===== config.mk =====
export PLATFORM = sky130hd
export DESIGN_NAME = single_byte_xor_key_recovery_unit_flat
export DESIGN_NICKNAME = d
export VERILOG_FILES = /design/src/sv/sxkr_pkg.sv /design/src/sv/sxkr_if.sv /design/src/sv/sxkr_store.sv /design/src/sv/sxkr_hist.sv /design/src/sv/single_byte_xor_key_recovery_unit.sv /design/src/flat_wrapper.sv
export SDC_FILE = /design/constraint.sdc
export NUM_CORES = 2
export LEC_CHECK = 0
export BUFFER_PORTS_ARGS = -buffer_cell sky130_fd_sc_hd__buf_2
export CAP_MARGIN = 10
export CORE_MARGIN = 4
export CORE_UTILIZATION = 35
export DETAILED_ROUTE_END_ITERATION = 8
export SETUP_SLACK_MARGIN = 0.15
export SYNTH_ARGS = -nofsm -noshare
export SYNTH_HDL_FRONTEND = slang
export SYNTH_SLANG_ARGS = --single-unit

===== constraint.sdc =====
create_clock -name clk -period 28.4 [get_ports clk]
set_input_delay 5.68 -clock clk [delete_from_list [all_inputs] [get_ports clk]]
set_output_delay 5.68 -clock clk [all_outputs]
set_load 0.03 [all_outputs]

===== src/sv/sxkr_pkg.sv =====
// ---------------------------------------------------------------------------
// sxkr_pkg
// shared types and constants of the single-byte xor key recovery unit
// ---------------------------------------------------------------------------
package sxkr_pkg;

	localparam int BYTE_W   = 8;
	localparam int HIST_W   = 7;
	localparam int NUM_BINS = 256;

	localparam logic [BYTE_W-1:0] COMMON_BYTE_RST = 8'h20;
	localparam logic [BYTE_W-1:0] LAST_BIN        = 8'hFF;

	// control from the sequencer to the histogram
	typedef struct packed {
		logic              inc;
		logic [BYTE_W-1:0] inc_bin;
		logic              sweep;
		logic [BYTE_W-1:0] sweep_bin;
		logic              track;
		logic              first;
	} hist_ctl_t;

endpackage


===== src/sv/sxkr_if.sv =====
// ---------------------------------------------------------------------------
// sxkr_in_if / sxkr_out_if
// valid/ready channels for ciphertext beats and decoded beats
// ---------------------------------------------------------------------------
interface sxkr_in_if;
	import sxkr_pkg::*;

	logic              valid;
	logic              ready;
	logic [BYTE_W-1:0] cipher_byte;
	logic              last_in;

	modport source (output valid, output cipher_byte, output last_in, input ready);
	modport sink   (input valid, input cipher_byte, input last_in, output ready);
endinterface

interface sxkr_out_if;
	import sxkr_pkg::*;

	logic              valid;
	logic              ready;
	logic [BYTE_W-1:0] plain_byte;
	logic [BYTE_W-1:0] recovered_key;
	logic              last_out;
	logic              overflowed;

	modport source (output valid, output plain_byte, output recovered_key,
		output last_out, output overflowed, input ready);
	modport sink   (input valid, input plain_byte, input recovered_key,
		input last_out, input overflowed, output ready);
endinterface


===== src/sv/sxkr_store.sv =====
// ---------------------------------------------------------------------------
// sxkr_store
// message buffer, one write port and one registered read port
// ---------------------------------------------------------------------------
module sxkr_store #(
	parameter int MAX_LEN = 64
) (
	input  logic                               clk,
	input  logic                               we,
	input  logic [$clog2(MAX_LEN)-1:0]         waddr,
	input  logic [sxkr_pkg::BYTE_W-1:0]        wdata,
	input  logic [$clog2(MAX_LEN)-1:0]         raddr,
	output logic [sxkr_pkg::BYTE_W-1:0]        rdata
);
	import sxkr_pkg::*;

	logic [BYTE_W-1:0] mem [MAX_LEN];
	logic [BYTE_W-1:0] rdata_q;

	always_ff @(posedge clk) begin
		if (we) begin
			mem[waddr] <= wdata;
		end
		rdata_q <= mem[raddr];
	end

	assign rdata = rdata_q;

endmodule


===== src/sv/sxkr_hist.sv =====
// ---------------------------------------------------------------------------
// sxkr_hist
// 256-bin histogram memory: counting with read-modify-write and forwarding,
// sweep that zeroes bins and, when tracking is asked for, finds the most frequent one
// ---------------------------------------------------------------------------
module sxkr_hist (
	input  logic                          clk,
	input  logic                          arst_n,
	input  sxkr_pkg::hist_ctl_t           ctl,
	output logic [sxkr_pkg::BYTE_W-1:0]   best_bin
);
	import sxkr_pkg::*;

	logic [HIST_W-1:0] mem [NUM_BINS];
	logic [HIST_W-1:0] rdata_q;

	logic              inc_s1;
	logic [BYTE_W-1:0] bin_s1;
	logic              track_s1;
	logic              first_s1;

	logic              wr_v_q;
	logic [BYTE_W-1:0] wr_bin_q;
	logic [HIST_W-1:0] wr_cnt_q;

	logic [HIST_W-1:0] best_cnt_q;
	logic [BYTE_W-1:0] best_bin_q;

	logic [BYTE_W-1:0] raddr;
	logic [HIST_W-1:0] cnt_cur;
	logic [HIST_W-1:0] cnt_nxt;

	assign raddr   = ctl.sweep ? ctl.sweep_bin : ctl.inc_bin;
	// previous increment of the same bin has not been seen by this read
	assign cnt_cur = (wr_v_q && wr_bin_q == bin_s1) ? wr_cnt_q : rdata_q;
	assign cnt_nxt = cnt_cur + HIST_W'(1);

	always_ff @(posedge clk) begin
		if (inc_s1) begin
			mem[bin_s1] <= cnt_nxt;
		end else if (ctl.sweep) begin
			mem[ctl.sweep_bin] <= '0;
		end
		rdata_q <= mem[raddr];
	end

	always_ff @(posedge clk or negedge arst_n) begin
		if (!arst_n) begin
			inc_s1     <= 1'b0;
			bin_s1     <= '0;
			track_s1   <= 1'b0;
			first_s1   <= 1'b0;
			wr_v_q     <= 1'b0;
			wr_bin_q   <= '0;
			wr_cnt_q   <= '0;
			best_cnt_q <= '0;
			best_bin_q <= '0;
		end else begin
			inc_s1   <= ctl.inc;
			bin_s1   <= ctl.sweep ? ctl.sweep_bin : ctl.inc_bin;
			track_s1 <= ctl.track;
			first_s1 <= ctl.first;
			wr_v_q   <= inc_s1;
			wr_bin_q <= bin_s1;
			wr_cnt_q <= cnt_nxt;
			// strict compare in ascending order keeps the lowest bin on ties
			if (track_s1) begin
				if (first_s1 || rdata_q > best_cnt_q) begin
					best_cnt_q <= rdata_q;
					best_bin_q <= bin_s1;
				end
			end
		end
	end

	assign best_bin = best_bin_q;

endmodule


===== src/sv/single_byte_xor_key_recovery_unit.sv =====
// ciphertext beats are taken one per cycle, but only in the load state; after
// the last beat the histogram sweep reads and clears every bin, the key is
// formed and the decoded beats follow, each fetched from the message buffer
// (registered read) before it is sent and held while the receiver stalls; no
// new beat is taken until the last decoded beat is issued. after reset a sweep
// clears the histogram before the first beat is taken; the assumed common byte resets to a space
// ---------------------------------------------------------------------------
// single_byte_xor_key_recovery_unit
// buffers a message, finds its most frequent byte and decodes the message
// with that byte xor the assumed common plaintext byte
// ---------------------------------------------------------------------------
module single_byte_xor_key_recovery_unit #(
	parameter int MAX_LEN = 64
) (
	input  logic                        clk,
	input  logic                        arst_n,
	sxkr_in_if.sink                     cipher,
	sxkr_out_if.source                  plain,
	input  logic                        cfg_we,
	input  logic [sxkr_pkg::BYTE_W-1:0] cfg_wdata
);
	import sxkr_pkg::*;

	localparam int IDX_W = $clog2(MAX_LEN);
	localparam int CNT_W = $clog2(MAX_LEN + 1);

	typedef enum logic [2:0] {
		ST_CLEAR,
		ST_LOAD,
		ST_DRAIN,
		ST_SCAN,
		ST_FIN,
		ST_KEY,
		ST_EMIT
	} state_t;

	state_t            state_q;
	logic [BYTE_W-1:0] sweep_q;
	logic [CNT_W-1:0]  count_q;
	logic              ovf_q;
	logic [BYTE_W-1:0] common_q;
	logic [BYTE_W-1:0] key_q;
	logic [IDX_W-1:0]  emit_idx_q;
	logic              fetched_q;

	logic              out_valid_q;
	logic [BYTE_W-1:0] out_plain_q;
	logic [BYTE_W-1:0] out_key_q;
	logic              out_last_q;
	logic              out_ovf_q;

	hist_ctl_t         hctl;
	logic [BYTE_W-1:0] best_bin;
	logic [BYTE_W-1:0] st_rdata;
	logic              acc;
	logic              full;
	logic              st_we;
	logic              out_free;
	logic              emit_last;

	assign cipher.ready = (state_q == ST_LOAD);
	assign acc          = cipher.valid && cipher.ready;
	assign full         = (count_q == CNT_W'(MAX_LEN));
	assign st_we        = acc && !full;
	assign out_free     = !out_valid_q || plain.ready;
	assign emit_last    = ((CNT_W'(emit_idx_q) + CNT_W'(1)) == count_q);

	always_comb begin
		hctl.inc       = st_we;
		hctl.inc_bin   = cipher.cipher_byte;
		hctl.sweep     = (state_q == ST_CLEAR) || (state_q == ST_SCAN);
		hctl.sweep_bin = sweep_q;
		hctl.track     = (state_q == ST_SCAN);
		hctl.first     = (sweep_q == '0);
	end

	sxkr_hist u_hist (
		.clk      (clk),
		.arst_n   (arst_n),
		.ctl      (hctl),
		.best_bin (best_bin)
	);

	sxkr_store #(
		.MAX_LEN (MAX_LEN)
	) u_store (
		.clk   (clk),
		.we    (st_we),
		.waddr (count_q[IDX_W-1:0]),
		.wdata (cipher.cipher_byte),
		.raddr (emit_idx_q),
		.rdata (st_rdata)
	);

	always_ff @(posedge clk or negedge arst_n) begin
		if (!arst_n) begin
			state_q     <= ST_CLEAR;
			sweep_q     <= '0;
			count_q     <= '0;
			ovf_q       <= 1'b0;
			common_q    <= COMMON_BYTE_RST;
			key_q       <= '0;
			emit_idx_q  <= '0;
			fetched_q   <= 1'b0;
			out_valid_q <= 1'b0;
			out_plain_q <= '0;
			out_key_q   <= '0;
			out_last_q  <= 1'b0;
			out_ovf_q   <= 1'b0;
		end else begin
			if (cfg_we) begin
				common_q <= cfg_wdata;
			end
			if (plain.ready) begin
				out_valid_q <= 1'b0;
			end
			case (state_q)
				ST_CLEAR: begin
					sweep_q <= sweep_q + BYTE_W'(1);
					if (sweep_q == LAST_BIN) begin
						state_q <= ST_LOAD;
					end
				end
				ST_LOAD: begin
					if (acc) begin
						if (full) begin
							ovf_q <= 1'b1;
						end else begin
							count_q <= count_q + CNT_W'(1);
						end
						if (cipher.last_in) begin
							state_q <= ST_DRAIN;
						end
					end
				end
				ST_DRAIN: begin
					sweep_q <= '0;
					state_q <= ST_SCAN;
				end
				ST_SCAN: begin
					sweep_q <= sweep_q + BYTE_W'(1);
					if (sweep_q == LAST_BIN) begin
						state_q <= ST_FIN;
					end
				end
				ST_FIN: begin
					state_q <= ST_KEY;
				end
				ST_KEY: begin
					key_q      <= best_bin ^ common_q;
					emit_idx_q <= '0;
					fetched_q  <= 1'b0;
					state_q    <= ST_EMIT;
				end
				ST_EMIT: begin
					if (fetched_q && out_free) begin
						out_valid_q <= 1'b1;
						out_plain_q <= st_rdata ^ key_q;
						out_key_q   <= key_q;
						out_last_q  <= emit_last;
						out_ovf_q   <= ovf_q;
						emit_idx_q  <= emit_idx_q + IDX_W'(1);
						fetched_q   <= 1'b0;
						if (emit_last) begin
							count_q <= '0;
							ovf_q   <= 1'b0;
							state_q <= ST_LOAD;
						end
					end else begin
						fetched_q <= 1'b1;
					end
				end
				default: begin
					state_q <= ST_CLEAR;
				end
			endcase
		end
	end

	assign plain.valid         = out_valid_q;
	assign plain.plain_byte    = out_plain_q;
	assign plain.recovered_key = out_key_q;
	assign plain.last_out      = out_last_q;
	assign plain.overflowed    = out_ovf_q;

endmodule


===== src/flat_wrapper.sv =====
// flat-port wrapper written by rule: the top's interface ports become plain ports
module single_byte_xor_key_recovery_unit_flat import sxkr_pkg::*;
#(
	parameter int MAX_LEN = 64
)
  (clk, arst_n, cfg_we, cfg_wdata, cipher_valid, cipher_cipher_byte, cipher_last_in, cipher_ready, plain_valid, plain_plain_byte, plain_recovered_key, plain_last_out, plain_overflowed, plain_ready);
  sxkr_in_if cipher_i ();
  sxkr_out_if plain_i ();
  input  logic clk;
  input  logic arst_n;
  input  logic cfg_we;
  input  logic [sxkr_pkg::BYTE_W-1:0] cfg_wdata;
  input wire logic [$bits(cipher_i.valid)-1:0] cipher_valid;
  input wire logic [$bits(cipher_i.cipher_byte)-1:0] cipher_cipher_byte;
  input wire logic [$bits(cipher_i.last_in)-1:0] cipher_last_in;
  output wire logic [$bits(cipher_i.ready)-1:0] cipher_ready;
  output wire logic [$bits(plain_i.valid)-1:0] plain_valid;
  output wire logic [$bits(plain_i.plain_byte)-1:0] plain_plain_byte;
  output wire logic [$bits(plain_i.recovered_key)-1:0] plain_recovered_key;
  output wire logic [$bits(plain_i.last_out)-1:0] plain_last_out;
  output wire logic [$bits(plain_i.overflowed)-1:0] plain_overflowed;
  input wire logic [$bits(plain_i.ready)-1:0] plain_ready;
  assign cipher_i.valid = cipher_valid;
  assign cipher_i.cipher_byte = cipher_cipher_byte;
  assign cipher_i.last_in = cipher_last_in;
  assign cipher_ready = cipher_i.ready;
  assign plain_valid = plain_i.valid;
  assign plain_plain_byte = plain_i.plain_byte;
  assign plain_recovered_key = plain_i.recovered_key;
  assign plain_last_out = plain_i.last_out;
  assign plain_overflowed = plain_i.overflowed;
  assign plain_i.ready = plain_ready;
  single_byte_xor_key_recovery_unit #(.MAX_LEN(MAX_LEN)) u_core (.clk(clk), .arst_n(arst_n), .cipher(cipher_i), .plain(plain_i), .cfg_we(cfg_we), .cfg_wdata(cfg_wdata));
endmodule

After elaboration in Yosys (flattened, before gate mapping)
Memory sizes are Yosys's and may differ from the RTL's. A register that Yosys moved wholly into a read port is not among the register bits.
Cells that the tools add are included.
Widths: inputs -> output; s select.

storage, ports and cells
  register bits = 103
  latch bits = 0
  bits in writable memories = 2,304
  memory bits (read-only) = 0
  input port bits = 22
  word-level logic and storage cells = 109
  memories = 2

cells by class
  add/sub/neg operators = 5
  multipliers = 0
  div/mod/pow operators = 0
  magnitude comparators = 1
  eq/ne operators = 18
  shift operators = 0
  mux-type cells = 37
  bitwise operators = 2
  reductions and logical operators = 22

memories
  memory              depth  bits a word  read ports  clocked after Yosys merged registers in  write ports  line              RTL
  u_core.u_hist.mem   256    7            1           1                                        1            sxkr_hist.sv:14   logic [HIST_W-1:0] mem [NUM_BINS];
  u_core.u_store.mem  64     8            1           1                                        1            sxkr_store.sv:17  logic [BYTE_W-1:0] mem [MAX_LEN];

operators by type and width
  cell                 number
  $mux 7               6
  $pmux 3 s7           1
  $mux 3               6
  $mux 1               16
  $mux 8               2
  $pmux 8 s2           1
  $xor 8x8->8          2
  $add 7x1->7 const B  2
  $pmux 7 s2           1
  $pmux 6 s2           1
  $ne 2x2->1 const B   5
  $reduce_and 5->1     2
  $eq 3x3->1 const B   3
  $add 8x1->8 const B  1
  $eq 8x8->1           1
  $eq 8x8->1 const B   1
  $logic_not 8->1      1
  $add 6x1->7 const B  1
  $eq 7x7->1           1
  $eq 7x7->1 const B   1
  $gt 7x7->1           1
  $reduce_or 7->1      1
  $add 6x1->6 const B  1
  $eq 3x2->1 const B   2
  12 further kinds     25

Logic depth before layout (Yosys ltp)
  depth after elaboration = 7
  gate-level depth with buffers = 16
  gate-level depth less buffers = 11

Cells and area by module
Synthesis repeated with hierarchy kept, for this count alone.

second synthesis, totals
  cell total of the unflattened synthesis = 6,018
  area, all modules = 95,630.5 µm²

modules (own cells, without submodules)
  module                             times used  cells each  area an instance (µm²)  sequential area each (µm²)
  sxkr_hist                          1           4,782       72,393.2                55,002.8
  sxkr_store                         1           940         20,166.8                15,534.9
  single_byte_xor_key_recovery_unit  1           296         3,070.4                 1,527.7

Worst setup path after synthesis
OpenSTA, ideal clock, no wires.

  path type = flip-flop to flip-flop
  start point = register u_core.u_hist.bin_s1[0]
  end point = memory u_core.u_hist.mem[0][0], data pin
  arrival time = 7,799 ps
  data required time = 27,007 ps
  setup slack = 19,207 ps
  cell stages (with the launch flop) = 8
  path buffers = 0
  path through = dfrtp_1 > xor2_1 > nor4_1 > nand3_1 > nor4_1 > mux2i_1 > inv_1 > nor2_1

on the way
  cells in the longest elaborated chain, start to end = 5

RTL lines
  what                                line             RTL
  start: declaration                  sxkr_hist.sv:18  logic [BYTE_W-1:0] bin_s1;
  start signal: assignment            sxkr_hist.sv:60  bin_s1 <= ctl.sweep ? ctl.sweep_bin : ctl.inc_bin;
  $eq 8x8->1                          sxkr_hist.sv:35  assign cnt_cur = (wr_v_q && wr_bin_q == bin_s1) ? wr_cnt_q : rdata_q;
  $logic_and 1x1->1                   sxkr_hist.sv:35
  $mux 7                              sxkr_hist.sv:35
  $add 7x1->7                         sxkr_hist.sv:36  assign cnt_nxt = cnt_cur + HIST_W'(1);
  named net u_core.u_hist.cnt_nxt[0]  sxkr_hist.sv:31  logic [HIST_W-1:0] cnt_nxt;
  $mux 7 (no line)                    n/a
  end: declaration                    sxkr_hist.sv:14

The timed path passes the listed nets, and every way through them passes these cells.

Final worst setup path
  start point = input port cipher_cipher_byte[0]
  end point = register u_core.u_hist.rdata_q[1], read port of u_core.u_hist.mem

on the way
  cells in the longest elaborated chain, start to end = 1

RTL lines
  what                line                RTL
  start: declaration  flat_wrapper.sv:14  input wire logic [$bits(cipher_i.cipher_byte)-1:0] cipher_cipher_byte;
  $mux 8              sxkr_hist.sv:33     assign raddr = ctl.sweep ? ctl.sweep_bin : ctl.inc_bin;
  end: declaration    sxkr_hist.sv:15     logic [HIST_W-1:0] rdata_q;

No other way between the ends.
A chain may end at the register's enable or synchronous reset.

==> flow_metrics.py <==
metrics = {
    "hold_path": {
        "hp-class": "reg -> reg",
        "min_to": "u_core.u_hist.wr_cnt_q[0]",
        "hp-start": "u_core.u_hist.wr_cnt_q[0]",
        "holdPathStages": 1,
    },
    "clock_tree": {
        "cts_tree": "built",
        "path_clk_slew_ns": 0.07,
        "post_cts_resized": 0,
        "htreeDepth": 4,
        "clk_latency_ns": 0.89,
        "clkSinkCount": 2422,
        "cts_made_buffers": 230,
        "root_buffer": "clkbuf_16",
        "postCtsSetupRepairBufs": 0,
        "hold_buffers": 0,
        "clock_path_buffers": 3,
    },
    "synth": {
        "synth_cells": 6112,
        "synth-edff-count": 2304,
        "yosys_warnings": 0,
        "synth.largest_area_cell": "edfxtp_1",
        "ys_ff_latch": 2422,
        "synth-seq-area-share_pct": 74.9,
        "postSynthAreaPerCell_sq_um": 15.7,
        "synth.top_cell.area_share_pct": 71.9,
        "synthTopCellsByCount": "edfxtp_1, nand2_1, mux2i_1",
        "synth_area_leaders": "edfxtp_1, mux2i_1, nand2_1, mux4_2, dfrtp_1",
        "ys.flop_type": "edfxtp_1",
        "synth_nets": 6147,
        "synth_most_common_cell": "edfxtp_1",
        "synth_area_sq_um": 96200,
        "async_reset_ff_share_pct": 4.25,
        "synth_cell_types": 80,
    },
    "floorplanning": {
        "die_h_um": 532,
        "start_util_pct": 35.2,
        "ios": 42,
        "dieArea_sq_um": 283000,
        "rows": 192,
        "coreArea_sq_um": 274000,
        "die_x_um": 532,
    },
    "global_route": {
        "grt_antenna_before_repair": 6,
        "grt_pass1_wl_um": 378000,
        "grt_pass1_vias": 53700,
        "grt_use_total_pct": 17.8,
        "grt_max_degree": 257,
        "grt_overflow_total": 0,
    },
    "timing": {
        "final_hold_viol_count": 0,
        "rsz0062_at_grt": "false",
        "max_freq_ghz": 0.0893,
        "finalClockSkew_ns": 0.0793,
        "fin_tns_setup_ns": 0,
        "period_minus_slack_ns": 11.19,
        "setup_ws_ns": 17.21,
        "setup_viol": 0,
        "hold_slack_ns": 0.474,
        "maxSlewViolCount": 0,
        "max-slew-margin-rel_pct": 10.2,
        "worst_slew_pin_slew_ns": 1.35,
        "fin_crit_sh_pct": 39.4,
    },
    "run_status": {
        "status": "complete, no violations",
    },
    "route": {
        "dr.pass1.iters": 6,
        "ant_nets": 0,
        "vias": 55000,
        "vias_per_cell": 5.56,
        "drtIter0Drc": 6617,
        "wire_per_inst_um": 26.3,
        "routed_wirelength_um": 260000,
        "drcViolationCount": 0,
    },
    "power": {
        "p_sw_uw": 1360,
        "clockPowerShare_pct": 44.5,
        "p_int_uw": 5640,
        "cellPowerDensity_nw_per_um2": 64.9,
        "ir_drop_v": 0.0000564,
        "comb_power_share_pct": 0.3,
        "finalPower_uw": 7000,
        "p_sw_share_pct": 19.4,
        "leakage_uw": 0.0312,
        "seq_power_share_pct": 55.2,
    },
    "finish": {
        "nets": 6141,
        "nFillCells": 24700,
        "seqCellArea_sq_um": 72100,
        "drive_gt1_share_pct": 12.0,
        "multiInputGateArea_sq_um": 22400,
        "area_growth_syn_to_layout_pct": 12.2,
        "stdcell_count": 9886,
    },
    "setup_path": {
        "worstSetupPathType": "in -> reg",
        "path_max_fanout": 54,
        "worst_setup_path_end_kind": "flip-flop",
        "arrival_ns": 11.96,
        "reg2reg_from": "u_core.state_q[0]",
        "cp.required_ns": 29.17,
        "r2r_slack_ns": 20.99,
        "r2r-end": "u_core.u_hist.rdata_q[1]",
        "rr_worst_depth": 13,
        "crit_path_start": "cipher_cipher_byte[0]",
        "start_kind": "input pin",
    },
    "placed_design": {
        "gp_congestion": 0.837,
        "placed_cells": 9463,
        "io_buffers": 41,
        "post-dp-hpwl_um": 152000,
        "dp_slack_ns": 16.32,
    },
    "job": {
        "drv_cap": 0,
    },
}
[metrics by stage]
step	utilization [%]	area, sq um
final	39.4	108000
after global routing	39.4	108000
after CTS	39.4	108000
after detailed placement	36.6	100000
after global placement	36.6	100000
after floorplan	-	96200
[power by group through the flow]
stage          registers, uW  clock network (uW)  logic [uW]
6_report                3860                3110        22.9
5_1_grt                 3860                3310        25.2
4_1_cts                 3860                3150        23.6
3_5_place_dp            3940                   0        23.6
3_3_place_gp            3940                   0        22.7
2_1_floorplan           3940                   0        2.82
[critical path, stage by stage]
cell and delay (ns):
buf_2 0.22, inv_1 0.24, a21oi_4 0.12, nor2_4 0.88, buf_4 0.74, buf_4 0.76
buf_4 0.81, buf_4 0.54, mux4_2 0.56, a22oi_1 0.25, nand2_1 0.08, a21oi_1 0.40
o311ai_1 0.15, a221o_1 0.29
[flip-flops by register name, summed over array words and instances, names as in the netlist, 3 cells and up]
signal,cells
u_core.count_q,7
u_core.u_store.mem,512
u_core.u_hist.mem,1792
u_core.u_store.rdata,8
u_core.u_hist.bin_s1,8
u_core.plain.recovered_key,8
u_core.u_hist.rdata_q,7
u_core.common_q,8
u_core.u_hist.best_bin,8
u_core.u_hist.wr_cnt_q,7
u_core.plain.plain_byte,8
u_core.u_hist.best_cnt_q,7
u_core.emit_idx_q,6
u_core.state_q,3
u_core.u_hist.wr_bin_q,8
u_core.key_q,8
u_core.sweep_q,8
[cell families (layout without fill, tap and decap cells)]
family,count (synthesis),in the layout,share of synthesized area [%]
flip-flops,2422,2422,74.9
AND/OR/NAND/NOR,1621,1621,7.09
AO/OA/AOI/OAI,978,978,7.08
multiplexers,607,607,8.32
buffers and inverters,425,608,1.97
XOR/XNOR,41,41,0.389
adder cells (fa/ha/maj),18,18,0.221
other,0,2,0
[layer usage]
layer / vias up / part of all wire, % / GRT usage (%)
met5: - / 0.027 / 0.152
met4: 4 / 3.3 / 6.04
met3: 445 / 8.1 / 3.37
met2: 2436 / 48 / 28.8
met1: 28300 / 41 / 24.2
li1: 23800 / - / -
[layout make-up]
class	instances	area share, %
tap	3589	4.16
multi-input combinational	3265	20.8
sequential	2422	66.8
clock buffer	299	5.79
timing repair buffer	153	1.05
inverter	34	0.133
antenna	2	0.00464
clock inverter	122	1.28
[worst max path at each step]
stage | endpoint
floorplan | u_core.u_hist.mem[0][0]
global placement | u_core.u_hist.rdata_q[1]
detailed placement | u_core.u_hist.rdata_q[1]
CTS | u_core.u_hist.rdata_q[1]
global route | u_core.u_hist.rdata_q[1]
finish | u_core.u_hist.rdata_q[1]
[placed cells by master (no fill, tap or decap), types with 52 or more instances in the layout]
cell type | netlist | final
o22ai_1 | 96 | 96
o21ai_0 | 128 | 127
buf_4 | 22 | 105
mux4_2 | 148 | 148
edfxtp_1 | 2304 | 2304
mux2i_1 | 402 | 398
and3_1 | 115 | 115
mux2_2 | 57 | 57
clkbuf_16 | 0 | 234
a222oi_1 | 52 | 52
dfrtp_1 | 102 | 99
a21oi_1 | 187 | 187
a211oi_1 | 107 | 106
nor2_1 | 361 | 359
nand2_1 | 898 | 897
nand3_1 | 141 | 141
a31oi_1 | 111 | 108
(Power assumes the default switching activity.)
